==> config.mk <==
export PLATFORM = sky130hd
export DESIGN_NAME = gdfs_ctrl
export DESIGN_NICKNAME = d
export VERILOG_FILES = /design/src/hw/rtl/grid_dfs_path_search_core_defines.svh /design/src/hw/rtl/gdfs_pkg.sv /design/src/hw/rtl/gdfs_ctrl.sv
export SDC_FILE = /design/constraint.sdc
export NUM_CORES = 1
export LEC_CHECK = 0
export BUFFER_PORTS_ARGS = -buffer_cell sky130_fd_sc_hd__buf_2
export CORE_AREA = 3 3 40 42
export DETAILED_ROUTE_END_ITERATION = 8
export DIE_AREA = 0 0 43 45
export GPL_TIMING_DRIVEN = 0
export PLACE_DENSITY_LB_ADDON = 0.12
export SETUP_SLACK_MARGIN = 0.05
export SLEW_MARGIN = 15
export SYNTH_ARGS = -nofsm -noshare
export SYNTH_HDL_FRONTEND = slang
export SYNTH_SLANG_ARGS = --single-unit
==> constraint.sdc <==
create_clock -name clk_i -period 3.25 [get_ports clk_i]
set_input_delay 0.4875 -clock clk_i [delete_from_list [all_inputs] [get_ports clk_i]]
set_output_delay 0.4875 -clock clk_i [all_outputs]
set_load 0.02 [all_outputs]
==> src/hw/rtl/grid_dfs_path_search_core_defines.svh <==
// Assertion helpers used by the grid search datapath.
`ifndef GRID_DFS_PATH_SEARCH_CORE_DEFINES_SVH
`define GRID_DFS_PATH_SEARCH_CORE_DEFINES_SVH

// Same-cycle implication, masked during reset.
`define GDFS_ASSERT_IMPL(name, clk, rst_n, ante, cons) \
  name: assert property (@(posedge clk) disable iff (!rst_n) (ante) |-> (cons)) \
    else $error("gdfs: implication violated");

// Next-cycle implication, masked during reset.
`define GDFS_ASSERT_NEXT(name, clk, rst_n, ante, cons) \
  name: assert property (@(posedge clk) disable iff (!rst_n) (ante) |=> (cons)) \
    else $error("gdfs: next-cycle implication violated");

// Condition that must never hold.
`define GDFS_ASSERT_NEVER(name, clk, rst_n, cond) \
  name: assert property (@(posedge clk) disable iff (!rst_n) !(cond)) \
    else $error("gdfs: forbidden condition seen");

`endif

==> src/hw/rtl/gdfs_pkg.sv <==
package gdfs_pkg;

  // Fixed geometry of the wall grid and cell codes
  localparam int GRID_ROWS = 8;
  localparam int LINE_W    = 8;
  localparam int CELL_W    = 6;
  localparam int CFG_IDX_W = 3;
  localparam int CFG_W     = 4;

  // Configuration register indexes
  localparam logic [CFG_IDX_W-1:0] CFG_LINES_USED = 3'd0;
  localparam logic [CFG_IDX_W-1:0] CFG_WIDTH_USED = 3'd1;
  localparam logic [CFG_IDX_W-1:0] CFG_START_LINE = 3'd2;
  localparam logic [CFG_IDX_W-1:0] CFG_START_POS  = 3'd3;
  localparam logic [CFG_IDX_W-1:0] CFG_GOAL_LINE  = 3'd4;
  localparam logic [CFG_IDX_W-1:0] CFG_GOAL_POS   = 3'd5;

  // Last of the eight neighbour offsets
  localparam logic [2:0] NB_LAST = 3'd7;

  typedef enum logic [1:0] {
    OUT_FOUND    = 2'd0,
    OUT_NO_PATH  = 2'd1,
    OUT_OVERFLOW = 2'd2
  } outcome_e;

  // Controller to datapath
  typedef struct packed {
    logic       load;
    logic       start;
    logic [2:0] nb_idx;
    logic       push;
    logic       pop;
    logic       fetch;
    logic       mark_goal;
    logic       set_outcome;
    outcome_e   outcome;
    logic [2:0] row_idx;
  } gdfs_cmd_t;

  // Datapath to controller
  typedef struct packed {
    logic nb_goal;
    logic nb_push;
    logic stack_full;
    logic stack_empty;
    logic last_row;
  } gdfs_sts_t;

  // Line delta of neighbour k; position delta is the outer loop
  function automatic logic [3:0] nb_dline(logic [2:0] k);
    logic [3:0] d;
    if (k inside {3'd0, 3'd3, 3'd5}) begin
      d = 4'hF;
    end else if (k inside {3'd1, 3'd6}) begin
      d = 4'h0;
    end else begin
      d = 4'h1;
    end
    return d;
  endfunction

  // Position delta of neighbour k
  function automatic logic [3:0] nb_dpos(logic [2:0] k);
    logic [3:0] d;
    if (k inside {[3'd0:3'd2]}) begin
      d = 4'hF;
    end else if (k inside {3'd3, 3'd4}) begin
      d = 4'h0;
    end else begin
      d = 4'h1;
    end
    return d;
  endfunction

endpackage

==> src/hw/rtl/gdfs_ctrl.sv <==
module gdfs_ctrl import gdfs_pkg::*; (
  input  logic      clk_i,
  input  logic      rst_ni,
  input  logic      in_valid_i,
  input  logic      in_final_i,
  output logic      in_ready_o,
  output logic      out_valid_o,
  input  logic      out_ready_i,
  input  gdfs_sts_t sts_i,
  output gdfs_cmd_t cmd_o
);

  localparam logic [2:0] S_LOAD  = 3'd0;
  localparam logic [2:0] S_SCAN  = 3'd1;
  localparam logic [2:0] S_POP   = 3'd2;
  localparam logic [2:0] S_FETCH = 3'd3;
  localparam logic [2:0] S_EMIT  = 3'd4;

  logic [2:0] state_q, state_d;
  logic [2:0] nb_q, nb_d;
  logic [2:0] row_q, row_d;

  // Sequencer: load lines, scan neighbours, pop and fetch, emit rows
  always_comb begin
    state_d        = state_q;
    nb_d           = nb_q;
    row_d          = row_q;
    in_ready_o     = 1'b0;
    out_valid_o    = 1'b0;
    cmd_o          = '0;
    cmd_o.nb_idx   = nb_q;
    cmd_o.row_idx  = row_q;
    case (state_q)
      S_LOAD: begin
        in_ready_o = 1'b1;
        if (in_valid_i) begin
          cmd_o.load = 1'b1;
          if (in_final_i) begin
            cmd_o.start = 1'b1;
            nb_d        = '0;
            state_d     = S_SCAN;
          end
        end
      end
      S_SCAN: begin
        if (sts_i.nb_goal) begin
          cmd_o.mark_goal   = 1'b1;
          cmd_o.set_outcome = 1'b1;
          cmd_o.outcome     = OUT_FOUND;
          row_d             = '0;
          state_d           = S_EMIT;
        end else if (sts_i.nb_push && sts_i.stack_full) begin
          cmd_o.set_outcome = 1'b1;
          cmd_o.outcome     = OUT_OVERFLOW;
          row_d             = '0;
          state_d           = S_EMIT;
        end else begin
          cmd_o.push = sts_i.nb_push;
          if (nb_q == NB_LAST) begin
            if (sts_i.stack_empty && !sts_i.nb_push) begin
              cmd_o.set_outcome = 1'b1;
              cmd_o.outcome     = OUT_NO_PATH;
              row_d             = '0;
              state_d           = S_EMIT;
            end else begin
              state_d = S_POP;
            end
          end else begin
            nb_d = nb_q + 3'd1;
          end
        end
      end
      S_POP: begin
        cmd_o.pop = 1'b1;
        state_d   = S_FETCH;
      end
      S_FETCH: begin
        cmd_o.fetch = 1'b1;
        nb_d        = '0;
        state_d     = S_SCAN;
      end
      S_EMIT: begin
        out_valid_o = 1'b1;
        if (out_ready_i) begin
          if (sts_i.last_row) begin
            row_d   = '0;
            state_d = S_LOAD;
          end else begin
            row_d = row_q + 3'd1;
          end
        end
      end
      default: begin
        state_d = S_LOAD;
      end
    endcase
  end

  always_ff @(posedge clk_i or negedge rst_ni) begin
    if (!rst_ni) begin
      state_q <= S_LOAD;
      nb_q    <= '0;
      row_q   <= '0;
    end else begin
      state_q <= state_d;
      nb_q    <= nb_d;
      row_q   <= row_d;
    end
  end

endmodule

== Word level (Yosys, flattened, before mapping) ==
Cells that the tools add are included.
Cells by class
  bitwise operators: 0
  magnitude comparators: 0
  reduce and logical (&&, ||, !) cells: 9
  $mul: 0
  shift operators: 0
  eq/ne operators: 14
  mux-type cells: 38
  div/mod/pow operators: 0
  add/sub/neg operators: 2
Operators by type and width (count)
  2-to-1 mux 3 bit: 23
  case mux 3 bit (5 select lines): 1
  inequality test 2 bit, second input constant: 7
  2-to-1 mux 1 bit: 9
  case mux 3 bit (3 select lines): 1
  inequality test 4 bit, second input constant: 2
  adder 3 x 1 -> 3 bit, second input constant: 2
  equality test 3 x 2 -> 1 bit, second input constant: 2
  equality test 3 bit, second input constant: 2
  case mux 3 bit (2 select lines): 1
  AND reduction 6 bit: 1
  AND reduction 5 bit: 1
  2-to-1 mux 2 bit: 2
  2-to-1 mux 4 bit: 1
  AND reduction 4 bit: 1
  equality test 3 x 1 -> 1 bit, second input constant: 1
  logical NOT 3 bit: 1
  nonzero test 3 bit: 1
  logical AND 1 bit: 2
  nonzero test 2 bit: 1
  logical NOT 1 bit: 1
Word-level totals
  bits in latches: 0
  register bits: 9
  ROM bits: 0
  output and inout bits: 17
  input port bits: 10
  memory bits (writable): 0
  memories kept: 0
  logic and storage cells: 66

== Logic depth before layout (Yosys ltp) ==
Gate-level depths: netlist (run 1).
  word-level depth: 7
  depth in mapped cells: 6
  gate-level depth less buffers: 6

== Worst setup path after synthesis (run 1) ==
OpenSTA, ideal clock, no wires.
  path type: register to output
  start: reg nb_q[0]
  end: out cmd_o[3] in the netlist's numbering
  path buffers: 0
  arrival: 1588 ps
  cell stages (with the launch flop): 6
  setup slack: 1174 ps
  path through: dfrtp_1 > ha_1 > ha_1 > inv_1 > or2_1 > nor3_1
RTL lines
  start, declared: line gdfs_ctrl.sv:20  | logic [2:0] nb_q, nb_d;
  start signal, assigned: line gdfs_ctrl.sv:106  | nb_q <= nb_d;
  end, declared: line gdfs_ctrl.sv:10  | output gdfs_cmd_t cmd_o

==> results.sh, run 1 <==
export IMPL_placed_cells=114
export IMPL_synth_area_um2=617
export IMPL_cts_hold_buf=0
export IMPL_irDropWorstVdd_mv=0.420
export IMPL_dp_hpwl_um=1150
export IMPL_die_h_um=45
export IMPL_dieArea_mm2=0.00194
export IMPL_finalHoldViolCount=0
export IMPL_track_usage_pct=15.3
export IMPL_min_path_type="in -> async"
export IMPL_max_cap_violations=0
export IMPL_finClkSkew_ps=1.45
export IMPL_sw_frac_of_total_pct=44.2
export IMPL_switchingPower_mw=0.241
export IMPL_ys_flop_type="dfrtp_1"
export IMPL_grt_pass1_vias=536
export IMPL_cpPeakStageDelay_ps=400
export IMPL_drc=0
export IMPL_syn_nets=86
export IMPL_ys_warn_count=0
export IMPL_final_nets=117
export IMPL_yosys_area_top_type="dfrtp_1"
export IMPL_place_congestion=0.847
export IMPL_area_delta_synth_final_pct=28.4
export IMPL_vias=643
export IMPL_postLayoutCoreUtil_pct=61.6
export IMPL_cts_setup_buffers=0
export IMPL_gr_total_overflow=0
export IMPL_p_leak_nw=0.438
export IMPL_cp_top_family="flip-flops"
export IMPL_place_ws_ps=1250
export IMPL_fmax_mhz=440
export IMPL_critPathKind="reg -> out"
export IMPL_port_buffers=26
export IMPL_startpoint_type="register"
export IMPL_diodes=0
export IMPL_die_w_um=43
export IMPL_start_util_pct=48.0
export IMPL_power_total_mw=0.545
export IMPL_power_density_mw_per_mm2=688
export IMPL_drive_gt1_share_pct=32.0
export IMPL_r2r_cells=6
export IMPL_h_tree_depth=1
export IMPL_std_cell_rows=13
export IMPL_clkPwrFrac_pct=15.4
export IMPL_clock_latency_ps=250
export IMPL_avgSynthCellArea_um2=8.45
export IMPL_finalMaxSlewViolations=0
export IMPL_finalSetupViolations=0
export IMPL_slew_headroom_pct=59.3
export IMPL_synth_common_cells="10 x nor2_1, 9 x dfrtp_1, 6 x a21oi_1, 5 x nand2_1"
export IMPL_pwr_share_seq_pct=30.0
export IMPL_ctsLongestPathBuffers=2
export IMPL_grt_max_degree=11
export IMPL_synth_cells=73
export IMPL_antenna_found_initial=0
export IMPL_root_buffer="clkbuf_4"
export IMPL_clk_pin_slew_worst_paths_ps=60
export IMPL_crit_path_end_kind="primary output"
export IMPL_cp_num_buf_inv=2
export IMPL_wl_per_cell_um=11.7
export IMPL_setup_tns_final_ps=0
export IMPL_drtIter0Drc=11
export IMPL_fin_crit_sh_pct=69.9
export IMPL_ys_types=28
export IMPL_cts_tree="done"
export IMPL_vias_per_cell=5.45
export IMPL_rsz0062_at_grt="no"
export IMPL_final_cells=118
export IMPL_firstDrtPassIters=4
export IMPL_post_cts_resized=0
export IMPL_synth_edf_count=0
export IMPL_path_cells="ha_1, ha_1, inv_1, or2_1, a21oi_1, buf_2"
export IMPL_ant_nets=0
export IMPL_worst_pin_slew_ps=602
export IMPL_combPwrFrac_pct=54.6
export IMPL_intPower_mw=0.304
export IMPL_cp_depth=6
export IMPL_fin_ws_ps=978
export IMPL_netlist_top_cells_area="dfrtp_1 37%, ha_1 6.1%, nor2_1 6.1%"
export IMPL_synth_top_area_share_pct=36.5
export IMPL_worstPathMaxFanout=5
export IMPL_finalCriticalPeriod_ps=2270
export IMPL_cts_buffers=3
export IMPL_core_mm2=0.00128
export IMPL_required_ps=2760
export IMPL_wl_um=1380
export IMPL_outcome="completed"
export IMPL_synthArstFlopShare_pct=100
export IMPL_clock_sinks=9
export IMPL_cp_slowest_cell="dfrtp_1"
export IMPL_arrival_ps=1780
export IMPL_pin_count=27
export IMPL_synth_most_common_cell="nor2_1"
export IMPL_synth_seq_cells=9
export IMPL_crit_path_frequent_cell="ha_1"
export IMPL_grt_pass1_wl_um=2210
export IMPL_seq_area_frac_synth_pct=36.5
-- path summary, 6_finish.rpt --
| path | startpoint | endpoint | slack (ps) |
|---|---|---|---|
| min in group clk_i | sts_i[0] | state_q[2]$_DFFE_PN0P_ | 530 |
| max in group asynchronous | rst_ni | row_q[1]$_DFFE_PN0P_ | 2980 |
| min reg2reg | nb_q[2]$_DFFE_PN0P_ | nb_q[2]$_DFFE_PN0P_ | 530 |
| min | rst_ni | nb_q[0]$_DFFE_PN0P_ | 80 |
| max reg2reg | nb_q[0]$_DFFE_PN0P_ | row_q[2]$_DFFE_PN0P_ | 1320 |
| max | nb_q[0]$_DFFE_PN0P_ | cmd_o[5] | 980 |
-- cell usage in the layout (no fill, tap or decap), drive strengths merged --
cell type and instances:
nor2 11, buf 27, a211oi 1, a221o 2
dfrtp 9, mux2i 2, a31oi 2, nand3b 1
clkbuf 6, nand2 5, nor2b 1, a21oi 6
or3b 1, a22o 2, and2 2, nand2b 3
nor4b 1, a21o 3, inv 4, or2 1
ha 3, or3 1, o21ai 2, nor3b 1
nor3 4, and3 2
-- cells by family after synthesis --
group	count (synthesis)	synth area share [%]
flip-flops	9	36.5
multiplexers	2	3.25
buffers and inverters	7	5.48
adder cells (fa/ha/maj)	3	6.09
AND/OR/NAND/NOR	34	28.8
AO/OA/AOI/OAI	18	19.9
-- metrics by stage --
step	cell area [µm²]	hold slack (ps)
finish	792	78.9
global route	792	62.2
CTS	792	73.0
detailed placement	766	352
global placement	766	348
floorplan	617	192
-- layer usage --
layer	global-route usage, %	vias up	wire [µm]
met5	0	-	0
met1	18.9	295	632
li1	-	322	-
met4	3.01	0	12
met2	24.3	24	620
met3	7.97	2	113
-- power groups by stage --
stage,logic (mW),clock network [mW],registers [mW]
after floorplan,0.197,0,0.180
after global placement,0.293,0,0.164
after detailed placement,0.298,0,0.166
after CTS,0.300,0.0879,0.164
after global routing,0.329,0.0974,0.169
final,0.298,0.0841,0.163
-- worst reg2reg max path: cells and delay by family (launching register included) --
kind	cells	cell delay, ps
AO/OA/AOI/OAI	2	740
flip-flops	1	400
adder cells (fa/ha/maj)	2	360
AND/OR/NAND/NOR	1	250
buffers and inverters	1	70
-- flip-flops by register name (all words and copies together) (netlist names) --
name,flops
row_q,3
state_q,3
nb_q,3
-- final cells by class --
cell class	instances	area (µm²)
multi-input combinational	57	358
fill	129	493
inverter	4	15.0
sequential	9	225
timing repair buffer	26	130
buffer	3	18.8
clock buffer	4	26.3
tap	15	18.8
(Power assumes the default switching activity.)
==> run 2, diff against run 1 <==
--- a/config.mk
+++ b/config.mk
@@ -6,9 +6,9 @@
 export NUM_CORES = 1
 export LEC_CHECK = 0
 export BUFFER_PORTS_ARGS = -buffer_cell sky130_fd_sc_hd__buf_2
-export CORE_AREA = 3 3 40 42
+export CORE_MARGIN = 3
+export CORE_UTILIZATION = 45
 export DETAILED_ROUTE_END_ITERATION = 8
-export DIE_AREA = 0 0 43 45
 export GPL_TIMING_DRIVEN = 0
 export PLACE_DENSITY_LB_ADDON = 0.12
 export SETUP_SLACK_MARGIN = 0.05
==> constraint.sdc (replaced) <==
create_clock -name clk_i -period 2.1 [get_ports clk_i]
set_input_delay 0.315 -clock clk_i [delete_from_list [all_inputs] [get_ports clk_i]]
set_output_delay 0.315 -clock clk_i [all_outputs]
set_load 0.02 [all_outputs]
==> results.sh, run 2 (synthesized netlist as in run 1, its figures left out) <==
export IMPL_outcome="completed"
export IMPL_gr_total_overflow=0
export IMPL_irDropWorstVdd_mv=0.764
export IMPL_crit_start="nb_q[1]$_DFFE_PN0P_"
export IMPL_gr_usage_met2_pct=28.1
export IMPL_multi_input_comb_area_um2=364
export IMPL_combPwrFrac_pct=55.9
export IMPL_root_buffer="clkbuf_4"
export IMPL_r2r_start="nb_q[1]$_DFFE_PN0P_"
export IMPL_vias_per_cell=5.30
export IMPL_ant_nets=0
export IMPL_crit_path_end="cmd_o[5]"
export IMPL_finalMaxSlewViolations=0
export IMPL_drtIter0Drc=10
export IMPL_startpoint_type="register"
export IMPL_firstDrtPassIters=4
export IMPL_die_w_um=43.0
export IMPL_drc=0
export IMPL_postLayoutCoreUtil_pct=70.0
export IMPL_grt_pass1_wl_um=2500
export IMPL_finalSetupViolations=0
export IMPL_wl_per_cell_um=13.1
export IMPL_area_delta_synth_final_pct=36.3
export IMPL_std_cell_rows=12
export IMPL_p_leak_nw=0.458
export IMPL_clkPwrFrac_pct=16.4
export IMPL_final_cell_mix="25 x buf_2, 10 x nor2_1, 8 x dfrtp_1"
export IMPL_cts_tree="done"
export IMPL_clk_pin_slew_worst_paths_ps=70
export IMPL_reg2reg_slack_ps=210
export IMPL_ctsLongestPathBuffers=2
export IMPL_grt_max_degree=11
export IMPL_port_buffers=26
export IMPL_reg_top3="nb_q (3), row_q (3), state_q (3)"
export IMPL_dieArea_mm2=0.00185
export IMPL_finalCriticalPeriod_ps=1990
export IMPL_finClkSkew_ps=4.49
export IMPL_dp_hpwl_um=1220
export IMPL_pin_count=27
export IMPL_start_util_pct=51.4
export IMPL_wl_um=1590
export IMPL_final_nets=122
export IMPL_sw_frac_of_total_pct=44.6
export IMPL_vias=647
export IMPL_switchingPower_mw=0.399
export IMPL_antenna_found_initial=0
export IMPL_worst_pin_slew_ps=517
export IMPL_grt_met3_usage_pct=3.81
export IMPL_regArea_um2=226
export IMPL_min_path_type="in -> reg"
export IMPL_core_mm2=0.00120
export IMPL_pwr_share_seq_pct=27.7
export IMPL_power_density_mw_per_mm2=1060
export IMPL_intPower_mw=0.496
export IMPL_top_usage_layer="met2"
export IMPL_fin_crit_sh_pct=94.9
export IMPL_required_ps=1780
export IMPL_diodes=0
export IMPL_arrival_ps=1680
export IMPL_track_usage_pct=18.8
export IMPL_drive_gt1_share_pct=37.0
export IMPL_critPathKind="reg -> out"
export IMPL_crit_path_end_kind="primary output"
export IMPL_die_h_um=43.0
export IMPL_rsz0062_at_grt="yes"
export IMPL_power_total_mw=0.895
export IMPL_setup_tns_final_ps=0
export IMPL_mostFrequentLayoutCell="buf_2"
export IMPL_h_tree_depth=1
export IMPL_slew_headroom_pct=65.0
export IMPL_fmax_mhz=502
export IMPL_cts_buffers=3
export IMPL_rr_endpoint="row_q[2]$_DFFE_PN0P_"
export IMPL_place_congestion=0.823
export IMPL_r2r_cells=6
export IMPL_max_cap_violations=0
export IMPL_finalHoldViolCount=0
export IMPL_grt_pass1_vias=542
export IMPL_fillers=107
export IMPL_clock_sinks=9
export IMPL_worstPathMaxFanout=3
export IMPL_clock_latency_ps=270
export IMPL_global_route_usage_met1_pct=23.8
-- run 2: what timing repair did --
| item | in CTS | in global routing |
|---|---|---|
| pin swaps | 0 | 1 |
| endpoints found under the hold margin | 9 | 0 |
| endpoints found under the setup margin | 1 | 3 |
| gates resized for setup | 1 | 3 |
| hold buffers | 1 | 0 |
| setup buffers | 1 | 3 |
-- run 2: worst min-delay path by stage --
| stage | start | to | slack [ps] | depth (start not counted) |
|---|---|---|---|---|
| final | sts_i[0] | state_q[2]$_DFFE_PN0P_ | 350 | 3 |
| after global routing | sts_i[0] | state_q[2]$_DFFE_PN0P_ | 370 | 3 |
| after CTS | sts_i[0] | state_q[2]$_DFFE_PN0P_ | 350 | 3 |
| after detailed placement | rst_ni | nb_q[0]$_DFFE_PN0P_ | 180 | 1 |
| after global placement | rst_ni | nb_q[0]$_DFFE_PN0P_ | 170 | 1 |
| after floorplan | rst_ni | nb_q[0]$_DFFE_PN0P_ | 20 | 0 |
-- run 2: cell type report --
class	count	share of cell area (%)
clock buffers	4	3.13
repair buffers	31	20.5
multi-input cells	57	43.3
plain buffers	3	2.23
well taps	14	2.08
inverters	4	1.79
flip-flops and latches	9	26.9
-- run 2: power groups by stage --
stage / Combinational (mW) / Sequential, mW / Clock [mW]
CTS: 0.484 / 0.248 / 0.149
detailed placement: 0.466 / 0.256 / 0
global placement: 0.454 / 0.252 / 0
global route: 0.549 / 0.256 / 0.160
floorplan: 0.304 / 0.278 / 0
finish: 0.501 / 0.248 / 0.147
-- run 2: per-layer routing --
metal  routed length, µm  vias up
li1                    -      333
met3                  63        4
met2                 761       18
met4                  37        0
met5                   0        -
met1                 732      292
-- run 2: stage by stage --
step | std cells | area (µm²) | setup slack (ps) | hold slack, ps
global placement | 113 | 764 | 203 | 174
finish | 122 | 841 | 108 | 354
floorplan | 73 | 617 | 161 | 19.4
global route | 122 | 841 | 36.3 | 367
detailed placement | 113 | 764 | 160 | 179
CTS | 119 | 812 | 64.0 | 352
-- run 2: worst max-delay path, stage by stage (launching register included) --
cell	delay [ps]
dfrtp_1	370
ha_1	160
ha_2	190
inv_1	50
or2_1	260
a21oi_2	200
buf_4	170
