<file path="src/hw/rtl/grid_dfs_path_search_core_defines.svh">
// Assertion helpers used by the grid search datapath.
`ifndef GRID_DFS_PATH_SEARCH_CORE_DEFINES_SVH
`define GRID_DFS_PATH_SEARCH_CORE_DEFINES_SVH

// Same-cycle implication, masked during reset.
`define GDFS_ASSERT_IMPL(name, clk, rst_n, ante, cons) \
  name: assert property (@(posedge clk) disable iff (!rst_n) (ante) |-> (cons)) \
    else $error("gdfs: implication violated");

// Next-cycle implication, masked during reset.
`define GDFS_ASSERT_NEXT(name, clk, rst_n, ante, cons) \
  name: assert property (@(posedge clk) disable iff (!rst_n) (ante) |=> (cons)) \
    else $error("gdfs: next-cycle implication violated");

// Condition that must never hold.
`define GDFS_ASSERT_NEVER(name, clk, rst_n, cond) \
  name: assert property (@(posedge clk) disable iff (!rst_n) !(cond)) \
    else $error("gdfs: forbidden condition seen");

`endif

</file>
<file path="src/hw/rtl/gdfs_pkg.sv">
package gdfs_pkg;

  // Fixed geometry of the wall grid and cell codes
  localparam int GRID_ROWS = 8;
  localparam int LINE_W    = 8;
  localparam int CELL_W    = 6;
  localparam int CFG_IDX_W = 3;
  localparam int CFG_W     = 4;

  // Configuration register indexes
  localparam logic [CFG_IDX_W-1:0] CFG_LINES_USED = 3'd0;
  localparam logic [CFG_IDX_W-1:0] CFG_WIDTH_USED = 3'd1;
  localparam logic [CFG_IDX_W-1:0] CFG_START_LINE = 3'd2;
  localparam logic [CFG_IDX_W-1:0] CFG_START_POS  = 3'd3;
  localparam logic [CFG_IDX_W-1:0] CFG_GOAL_LINE  = 3'd4;
  localparam logic [CFG_IDX_W-1:0] CFG_GOAL_POS   = 3'd5;

  // Last of the eight neighbour offsets
  localparam logic [2:0] NB_LAST = 3'd7;

  typedef enum logic [1:0] {
    OUT_FOUND    = 2'd0,
    OUT_NO_PATH  = 2'd1,
    OUT_OVERFLOW = 2'd2
  } outcome_e;

  // Controller to datapath
  typedef struct packed {
    logic       load;
    logic       start;
    logic [2:0] nb_idx;
    logic       push;
    logic       pop;
    logic       fetch;
    logic       mark_goal;
    logic       set_outcome;
    outcome_e   outcome;
    logic [2:0] row_idx;
  } gdfs_cmd_t;

  // Datapath to controller
  typedef struct packed {
    logic nb_goal;
    logic nb_push;
    logic stack_full;
    logic stack_empty;
    logic last_row;
  } gdfs_sts_t;

  // Line delta of neighbour k; position delta is the outer loop
  function automatic logic [3:0] nb_dline(logic [2:0] k);
    logic [3:0] d;
    if (k inside {3'd0, 3'd3, 3'd5}) begin
      d = 4'hF;
    end else if (k inside {3'd1, 3'd6}) begin
      d = 4'h0;
    end else begin
      d = 4'h1;
    end
    return d;
  endfunction

  // Position delta of neighbour k
  function automatic logic [3:0] nb_dpos(logic [2:0] k);
    logic [3:0] d;
    if (k inside {[3'd0:3'd2]}) begin
      d = 4'hF;
    end else if (k inside {3'd3, 3'd4}) begin
      d = 4'h0;
    end else begin
      d = 4'h1;
    end
    return d;
  endfunction

endpackage

</file>
<file path="src/hw/rtl/gdfs_dpath.sv">
`include "grid_dfs_path_search_core_defines.svh"

module gdfs_dpath import gdfs_pkg::*; #(
  parameter int GRID_SIZE   = 8,
  parameter int STACK_DEPTH = 128
) (
  input  logic                 clk_i,
  input  logic                 rst_ni,
  input  gdfs_cmd_t            cmd_i,
  output gdfs_sts_t            sts_o,
  input  logic [LINE_W-1:0]    line_walls_i,
  input  logic                 cfg_we_i,
  input  logic [CFG_IDX_W-1:0] cfg_idx_i,
  input  logic [CFG_W-1:0]     cfg_data_i,
  output logic [LINE_W-1:0]    line_marks_o,
  output logic [1:0]           outcome_o,
  output logic                 last_result_o
);

  localparam int LineCap = (GRID_SIZE < GRID_ROWS) ? GRID_SIZE : GRID_ROWS;
  localparam int LvlW    = $clog2(STACK_DEPTH + 1);
  localparam int AddrW   = $clog2(STACK_DEPTH);

  // Configuration registers
  logic [3:0] lines_used_q, width_used_q;
  logic [2:0] start_line_q, start_pos_q, goal_line_q, goal_pos_q;

  // Search state
  logic [LINE_W-1:0] wall_q    [GRID_ROWS];
  logic [LINE_W-1:0] visited_q [GRID_ROWS];
  logic [LINE_W-1:0] visited_d [GRID_ROWS];
  logic [LINE_W-1:0] mark_q    [GRID_ROWS];
  logic [LINE_W-1:0] mark_d    [GRID_ROWS];
  logic [3:0]        load_cnt_q, load_cnt_d;
  logic [CELL_W-1:0] cur_q, cur_d;
  logic [LvlW-1:0]   level_q, level_d;
  logic [1:0]        outcome_q, outcome_d;

  // Cell stack memory
  logic [CELL_W-1:0] stack_mem [STACK_DEPTH];
  logic [CELL_W-1:0] stack_rd_q;
  logic              mem_we;
  logic [AddrW-1:0]  mem_waddr;
  logic [CELL_W-1:0] mem_wdata;
  logic [LvlW-1:0]   level_dec;

  logic [3:0] nlines, nwidth;
  logic [3:0] nb_line, nb_pos;
  logic       nb_in, nb_open, nb_goal, nb_vis;
  logic [CELL_W-1:0] start_cell, nb_cell;
  logic [3:0] rows;
  logic [8:0] wmask;

  // Effective area in use
  assign nlines = (lines_used_q < 4'(LineCap)) ? lines_used_q : 4'(LineCap);
  assign nwidth = (width_used_q < 4'(LineCap)) ? width_used_q : 4'(LineCap);

  // Neighbour under test; negative offsets wrap high and fail the bound check
  assign nb_line = {1'b0, cur_q[5:3]} + nb_dline(cmd_i.nb_idx);
  assign nb_pos  = {1'b0, cur_q[2:0]} + nb_dpos(cmd_i.nb_idx);
  assign nb_in   = (nb_line < nlines) && (nb_pos < nwidth);
  assign nb_open = nb_in && !wall_q[nb_line[2:0]][nb_pos[2:0]];
  assign nb_vis  = visited_q[nb_line[2:0]][nb_pos[2:0]];
  assign nb_goal = nb_open && (nb_line[2:0] == goal_line_q) && (nb_pos[2:0] == goal_pos_q);
  assign nb_cell = {nb_line[2:0], nb_pos[2:0]};
  assign start_cell = {start_line_q, start_pos_q};

  assign sts_o.nb_goal     = nb_goal;
  assign sts_o.nb_push     = nb_open && !nb_goal && !nb_vis;
  assign sts_o.stack_full  = (level_q == LvlW'(STACK_DEPTH));
  assign sts_o.stack_empty = (level_q == '0);

  // Result rows
  assign rows          = (nlines == 4'd0) ? 4'd1 : nlines;
  assign sts_o.last_row = (({1'b0, cmd_i.row_idx} + 4'd1) == rows);
  assign wmask         = (9'd1 << nwidth) - 9'd1;
  assign line_marks_o  = ((outcome_q == OUT_FOUND) && ({1'b0, cmd_i.row_idx} < nlines))
                         ? (mark_q[cmd_i.row_idx] & wmask[LINE_W-1:0]) : '0;
  assign outcome_o     = outcome_q;
  assign last_result_o = sts_o.last_row;

  // Configuration writes
  always_ff @(posedge clk_i or negedge rst_ni) begin
    if (!rst_ni) begin
      lines_used_q <= 4'd5;
      width_used_q <= 4'd5;
      start_line_q <= 3'd0;
      start_pos_q  <= 3'd0;
      goal_line_q  <= 3'd4;
      goal_pos_q   <= 3'd4;
    end else if (cfg_we_i) begin
      case (cfg_idx_i)
        CFG_LINES_USED: lines_used_q <= cfg_data_i;
        CFG_WIDTH_USED: width_used_q <= cfg_data_i;
        CFG_START_LINE: start_line_q <= cfg_data_i[2:0];
        CFG_START_POS:  start_pos_q  <= cfg_data_i[2:0];
        CFG_GOAL_LINE:  goal_line_q  <= cfg_data_i[2:0];
        CFG_GOAL_POS:   goal_pos_q   <= cfg_data_i[2:0];
        default: ;
      endcase
    end
  end

  // Wall lines, no reset
  always_ff @(posedge clk_i) begin
    if (cmd_i.load && (load_cnt_q < 4'(LineCap))) begin
      wall_q[load_cnt_q[2:0]] <= line_walls_i;
    end
  end

  assign level_dec = level_q - LvlW'(1);

  // Next state of counters, grids and current cell
  always_comb begin
    load_cnt_d = load_cnt_q;
    visited_d  = visited_q;
    mark_d     = mark_q;
    cur_d      = cur_q;
    level_d    = level_q;
    outcome_d  = outcome_q;
    mem_we     = 1'b0;
    mem_waddr  = level_q[AddrW-1:0];
    mem_wdata  = nb_cell;

    if (cmd_i.load) begin
      if (cmd_i.start) begin
        load_cnt_d = '0;
      end else if (load_cnt_q != 4'hF) begin
        load_cnt_d = load_cnt_q + 4'd1;
      end
    end

    if (cmd_i.start) begin
      // fresh grids, start cell on the stack and expanded first
      for (int r = 0; r < GRID_ROWS; r++) begin
        visited_d[r] = '0;
        mark_d[r]    = '0;
      end
      visited_d[start_line_q][start_pos_q] = 1'b1;
      mark_d[start_line_q][start_pos_q]    = 1'b1;
      cur_d     = start_cell;
      level_d   = LvlW'(1);
      mem_we    = 1'b1;
      mem_waddr = '0;
      mem_wdata = start_cell;
    end

    if (cmd_i.push) begin
      mem_we  = 1'b1;
      level_d = level_q + LvlW'(1);
    end

    if (cmd_i.mark_goal) begin
      mark_d[nb_line[2:0]][nb_pos[2:0]] = 1'b1;
    end

    if (cmd_i.pop) begin
      level_d = level_dec;
    end

    if (cmd_i.fetch) begin
      cur_d = stack_rd_q;
      visited_d[stack_rd_q[5:3]][stack_rd_q[2:0]] = 1'b1;
      mark_d[stack_rd_q[5:3]][stack_rd_q[2:0]]    = 1'b1;
    end

    if (cmd_i.set_outcome) begin
      outcome_d = cmd_i.outcome;
    end
  end

  always_ff @(posedge clk_i or negedge rst_ni) begin
    if (!rst_ni) begin
      load_cnt_q <= '0;
      visited_q  <= '{default: '0};
      mark_q     <= '{default: '0};
      cur_q      <= '0;
      level_q    <= '0;
      outcome_q  <= OUT_FOUND;
    end else begin
      load_cnt_q <= load_cnt_d;
      visited_q  <= visited_d;
      mark_q     <= mark_d;
      cur_q      <= cur_d;
      level_q    <= level_d;
      outcome_q  <= outcome_d;
    end
  end

  // Stack memory: one write port, one registered read port
  always_ff @(posedge clk_i) begin
    if (mem_we) begin
      stack_mem[mem_waddr] <= mem_wdata;
    end
    if (cmd_i.pop) begin
      stack_rd_q <= stack_mem[level_dec[AddrW-1:0]];
    end
  end

  `GDFS_ASSERT_NEVER(a_level_bound, clk_i, rst_ni, level_q > LvlW'(STACK_DEPTH))
  `GDFS_ASSERT_IMPL(a_push_not_full, clk_i, rst_ni, cmd_i.push, level_q != LvlW'(STACK_DEPTH))
  `GDFS_ASSERT_IMPL(a_pop_not_empty, clk_i, rst_ni, cmd_i.pop, level_q != '0)
  `GDFS_ASSERT_NEXT(a_fetch_visits, clk_i, rst_ni, cmd_i.fetch, visited_q[cur_q[5:3]][cur_q[2:0]])

endmodule

</file>
<file path="config.mk">
export PLATFORM = sky130hd
export DESIGN_NAME = gdfs_dpath
export DESIGN_NICKNAME = d
export VERILOG_FILES = /design/src/hw/rtl/gdfs_pkg.sv /design/src/hw/rtl/gdfs_dpath.sv
export VERILOG_INCLUDE_DIRS = /design/src /design/src/hw/rtl
export SDC_FILE = /design/constraint.sdc
export NUM_CORES = 1
export LEC_CHECK = 0
export BUFFER_PORTS_ARGS = -buffer_cell sky130_fd_sc_hd__clkbuf_2
export CORE_MARGIN = 3
export CORE_UTILIZATION = 30
export DETAILED_ROUTE_END_ITERATION = 6
export SLEW_MARGIN = 10
export SYNTH_ARGS = -nofsm -noshare
export SYNTH_HDL_FRONTEND = slang
export SYNTH_SLANG_ARGS = --single-unit
</file>
<file path="constraint.sdc">
create_clock -name clk_i -period 10.5 [get_ports clk_i]
set_input_delay 0.525 -clock clk_i [delete_from_list [all_inputs] [get_ports clk_i]]
set_output_delay 0.525 -clock clk_i [all_outputs]
set_load 0.005 [all_outputs]
</file>
# --- Yosys cells after proc, flatten, opt, wreduce, memory -nomap -nowiden ---
# Memory sizes are Yosys's and may differ from the RTL's. A register that Yosys moved wholly into a read port is not among the register bits.
# Cells that the tools add are included.
classes:
  n_addsub: 7
  magnitude_cmp: 21
  eq_ne: 15
  shifts: 1
  mux: 50
  bitwise: 8
  n_reduce_logical: 36
ops:
  columns: ["operator", "count"]
  rows:
  - ["$mux 64", 5]
  - ["$or 64x64->64", 3]
  - ["$mux 8", 11]
  - ["$demux 8 s3", 3]
  - ["$bmux 8 s3", 2]
  - ["$mux 4", 7]
  - ["$mux 6", 3]
  - ["$ge 4x4->1 const B", 4]
  - ["$not 3->4", 4]
  - ["$sub 8x1->8 const B", 2]
  - ["$eq 3x3->1 const B", 5]
  - ["$logic_and 1x1->1", 15]
  - ["$reduce_and 2->1", 7]
  - ["$mux 1", 13]
  - ["$ge 3x1->1 const B", 4]
  - ["$lt 3x4->1 const B", 3]
  - ["$lt 4x1->1 const B", 3]
  - ["$lt 4x4->1 const B", 3]
  - ["$demux 1 s3", 3]
  - ["$eq 3x2->1 const B", 3]
  - ["$add 3x4->4", 2]
  - ["$add 8x1->8 const B", 1]
  - ["$and 8x8->8", 1]
  - ["$eq 8x8->1 const B", 1]
  - ["other kinds (19)", 30]
word_totals:
  regBits: 168
  ram_bits: 832
  elab_cells: 166
  mem_count: 2
mem_list:
  columns: ["memory", "depth", "width", "rd", "rd_clocked_by_memory_dff", "write_ports", "line", "rtl"]
  rows:
  - ["stack_mem", 128, 6, 1, 1, 1, "gdfs_dpath.sv:40", "logic [CELL_W-1:0] stack_mem [STACK_DEPTH];"]
  - ["wall_q", 8, 8, 1, 0, 1, "gdfs_dpath.sv:29", "logic [LINE_W-1:0] wall_q [GRID_ROWS];"]

# --- Logic depth before layout (Yosys ltp) ---
depth:
  depth_word: 15
  depth_mapped: 17

# --- Least setup slack after synthesis ---
# Ideal clock, no wire load.
synth_timing:
  path_type: "input port to flip-flop"
  startpoint: "input port cmd_i[12] in the netlist's numbering"
  endpoint: "memory stack_mem[0][5] (data pin)"
  setup_time_ns: 1.197
  arrival_ns: 6.868
  t_required_ns: 9.303
  path_slack_ns: 2.435
  stages: 9
  n_path_buf: 1
  cell_sequence: "nand2_1 -> nor2_1 -> a21oi_1 -> ha_1 -> inv_1 -> fa_1 -> xor2_2 -> buf_2 -> o21ai_0"
synth_between:
  elab_chain_len: 6
synth_rtl:
  columns: ["item", "line", "rtl"]
  rows:
  - ["from (decl)", "gdfs_dpath.sv:9", "input gdfs_cmd_t cmd_i,"]
  - ["$eq 3x1->1 / $eq 3x3->1 (equally long branches)", "gdfs_pkg.sv:55", "end else if (k inside {3'd1, 3'd6}) begin"]
  - ["$reduce_bool 2->1", "gdfs_pkg.sv:55", null]
  - ["$mux 1", "gdfs_pkg.sv:55", null]
  - ["$mux 4 *", "gdfs_pkg.sv:53", "if (k inside {3'd0, 3'd3, 3'd5}) begin"]
  - ["$add 3x4->4 *", "gdfs_dpath.sv:59", "assign nb_line = {1'b0, cur_q[5:3]} + nb_dline(cmd_i.nb_idx);"]
  - ["$mux 6 *", "gdfs_dpath.sv:133", "if (cmd_i.start) begin"]
  - ["via mem_wdata[5]", "gdfs_dpath.sv:44", "logic [CELL_W-1:0] mem_wdata;"]
  - ["to (decl)", "gdfs_dpath.sv:40", null]
# Mark *: on every way through the listed nets, which the timed path passes. The rest lies on a longest branch.

==> summary.md <==
Along the worst path, the maximum fanout reaches 70. At the end of routability-driven placement, the weighted congestion stood at 0.875. The final-report max-slew violation count came out at 0. The height of the die works out to 382 um.

Among all flip-flop cells after synthesis, the most frequent one is sky130_fd_sc_hd__edfxtp_1. After global routing the overflow that remains totals 0. The final setup skew was 0.0559 ns; the sequential area share after synthesis was 69.3%. The total nets after synthesis is 2714, and the count of buffers from port buffering is 48. The critical path is of the flip-flop to output port type.

For the worst setup path, the data required time is 9.98 ns. Row generation in the floorplan step produced 137 rows. The number of global-route vias before repair is 24.1k.

STA classifies the critical path endpoint as an output port. In this run the static leakage power is 15.8 nW. The wire length of the first global-routing pass was 161 mm; the mean instance size in the synthesized netlist was 15.9 um^2. The clock edge transition at the registers on the reported setup and hold paths is 0.06 ns, and the number of enable flip-flop cells after synthesis is 838. The total chip power came out at 12.2 mW. The layout overhead on the synthesized area is 13.5%, and the effective utilization at floorplan is 30.3%. The post-place instance area is 0.0448 mm^2. The detailed router finished its first iteration with 2363 violations. The run gives 0 as the number of cells upsized or downsized after cts. After technology mapping, the gate count stands at 2662. The share of synthesized registers carrying an async set or reset works out to 16.7%.

Setup repair after global routing left no endpoint under its margin. Yosys printed 0 warnings. The setup violation total in the final timing report is 0. The worst setup timing slack at the placement stage is 5.00 ns, and the die width is 382 um. In the finished design, the share of the clock period the worst path needs comes to 54.5%. After detailed routing, the number of remaining DRC violations is 0. The path category of the worst min-delay check was input pin to flip-flop.

The tree is rooted in a sky130_fd_sc_hd__clkbuf_16. The worst setup path is launched from a flip-flop. The average via count per standard cell was 5.14. The detailed-router iteration count before antenna repair is 6, and the global router's overall resource usage is 14.6%. The detailed-route wire length came out at 107 mm. The flow ran to the end, and the final reports show no timing, DRC or antenna violations. The share of post-route cells with drive strength above 1 came out at 18.8%. Max-cap violations in this run came to 0. For the final routed database, the setup TNS stands at 0 ns. The die covers 0.146 mm^2.

For this run, the slowest stage of the critical path takes 0.78 ns. The clock insertion delay at the later pin of the skew report is 0.71 ns, and the final hold slack is 0.0714 ns. The initial antenna violation count is 4.

Entering global routing, the biggest net connects 93 pins. For the area of the core region, the log shows 0.140 mm^2. After synthesis, the netlist uses 62 different library cells. The logs give 49 for the number of top-level design ports and 0 for the final antenna-violating net count. In this run, CTS created clock tree buffers numbering 97. Count of non-filler cells in the finished layout: 4661.

Derived from the worst setup path, the maximum achievable clock frequency is 175 MHz. After synthesis, the cell types taking the most area are sky130_fd_sc_hd__edfxtp_1, sky130_fd_sc_hd__mux4_2, sky130_fd_sc_hd__dfrtp_1. The buffering stage count on the worst path with inverters included came out at 4. In this run, placement finished with an instance count of 4478. The final non-filler cell area was 0.0481 mm^2; the number of endpoints with negative hold slack in the final report was 0. The clock passes through at most 3 buffers. The HPWL after detailed placement is 67.1 mm, and the number of sinks driven by the clock tree is 1006. The standard cell with the maximum stage delay on the critical path is sky130_fd_sc_hd__fa_4. The final cell utilization of the core is 34.4%. Among cell families on the critical path, the largest total delay comes from buffers and inverters.

The power per standard cell area was 254 mW/mm^2. At the worst endpoint, the arrival time is 5.20 ns. Dividing the detail-routed wire length by the instance count gives 23.0 um.

TritonCTS built the clock tree. The routed design could run at a clock period as short as 5.73 ns. The share of synthesized area in the top cell type comes to 59.4%.

The run gives 17.1% as the worst-case headroom to the max-slew limit. The tools report the maximum resistive drop on vdd as 0.160 mV. The signal on the critical path passes through ha_1 > inv_1 > fa_4 > buf_4 > inv_1 > a211oi_1 > nor3_1 > nor4_1 > nand4_1 > nor4_1 > clkbuf_2. The tools report the total number of H-tree levels as 3. The cell accounting for the most synthesized area was sky130_fd_sc_hd__edfxtp_1. The worst-margin pin slew is 1.23 ns, and the minimum setup slack in the final design is 4.77 ns. The tools report the netlist area before placement as 0.0424 mm^2. Total via count in the routed design: 24.0k. The final layout net count came out at 2754. The synthesized design contains 1006 register bits.
==> cells in the mapped netlist (41+ instances only) <==
master / number
sky130_fd_sc_hd__edfxtp_1: 838
sky130_fd_sc_hd__inv_1: 135
sky130_fd_sc_hd__dfrtp_1: 162
sky130_fd_sc_hd__mux2i_1: 65
sky130_fd_sc_hd__a21oi_1: 64
sky130_fd_sc_hd__clkbuf_1: 88
sky130_fd_sc_hd__buf_2: 41
sky130_fd_sc_hd__nor2_1: 198
sky130_fd_sc_hd__o21ai_0: 119
sky130_fd_sc_hd__mux4_2: 215
sky130_fd_sc_hd__a22oi_1: 57
sky130_fd_sc_hd__o221ai_1: 50
sky130_fd_sc_hd__nand2_1: 217
==> layer usage <==
metal	up-vias	track usage, %	wire length (um)
met2	978	23.0	50400
met5	-	0	41
met3	223	3.25	8190
met4	6	4.40	3170
li1	10447	-	-
met1	12318	20.1	45500
==> power breakdown <==
| group | internal, mW | leakage [nW] | switching [mW] |
|---|---|---|---|
| clock | 2.03 | 1.58 | 1.54 |
| combinational | 1.20 | 4.44 | 2.38 |
| sequential | 4.84 | 9.83 | 0.203 |
| total | 8.07 | 15.8 | 4.12 |
==> final cells by class <==
class / instances / area [um^2]
inverters: 136 / 510
fillers: 13382 / 91800
diodes: 2 / 5.00
well taps: 1876 / 2350
clock inverters: 49 / 571
multi-input cells: 1364 / 11900
repair buffers: 97 / 632
flip-flops and latches: 1006 / 29400
clock buffers: 131 / 2680
==> path summary, 6_finish.rpt <==
kind / depth (start not counted) / endpoint / slack [ns] / startpoint
max in group asynchronous: 3 / level_q[0] / 8.88 / rst_ni
min in group asynchronous: 2 / mark_q[62] / 0.33 / rst_ni
worst max-delay path: 11 / sts_o[3] / 4.77 / cur_q[3]
worst max register to register: 8 / stack_rd_q[3] / 5.32 / level_q[0]
worst min register to register: 1 / visited_q[59] / 0.48 / visited_q[59]
worst min-delay path: 2 / outcome_o[1] / 0.07 / cmd_i[4]
==> registers in the layout, summed over array words and instances, names as in the netlist <==
register / flops
mark_q: 64
goal_pos_q: 3
start_pos_q: 3
start_line_q: 3
cur_q: 6
lines_used_q: 4
outcome_o: 2
goal_line_q: 3
width_used_q: 4
level_q: 8
visited_q: 64
load_cnt_q: 4
stack_rd_q: 6
stack_mem: 768
wall_q: 64
==> cell usage in the layout (no fill, tap or decap), drive strengths merged, types with 8 or more instances in the layout <==
master | netlist | routed
a211oi | 36 | 36
a21boi | 14 | 14
a21o | 9 | 9
a21oi | 64 | 64
a22oi | 57 | 57
and2 | 9 | 9
and3 | 33 | 33
buf | 68 | 50
bufinv | 0 | 9
clkbuf | 88 | 177
clkinv | 1 | 31
dfrtp | 162 | 162
edfxtp | 838 | 838
ha | 17 | 17
inv | 135 | 142
mux2 | 34 | 34
mux2i | 65 | 65
mux4 | 215 | 215
nand2 | 218 | 218
nand2b | 10 | 10
nand3 | 29 | 29
nor2 | 198 | 198
nor2b | 11 | 11
nor3 | 32 | 32
nor3b | 10 | 10
nor4 | 24 | 24
o21ai | 120 | 120
o221ai | 50 | 50
o22ai | 19 | 19
o31ai | 8 | 8
xnor2 | 19 | 19
xor2 | 8 | 8
==> what timing repair did <==
item,CTS,global route
hold buffers,1,0
setup buffers,0,0
hold endpoints to repair,39,0
==> logic make-up after synthesis <==
group	Yosys count	synth area share, %
AOI/OAI and AO/OA	412	6.38
xor gates and xnor gates	27	0.647
adders and majority gates	20	0.620
muxes	314	13.9
and+or+nand+nor	591	6.25
buffers and inverters	292	2.89
DFF	1006	69.3
(Power assumes the default switching activity.)
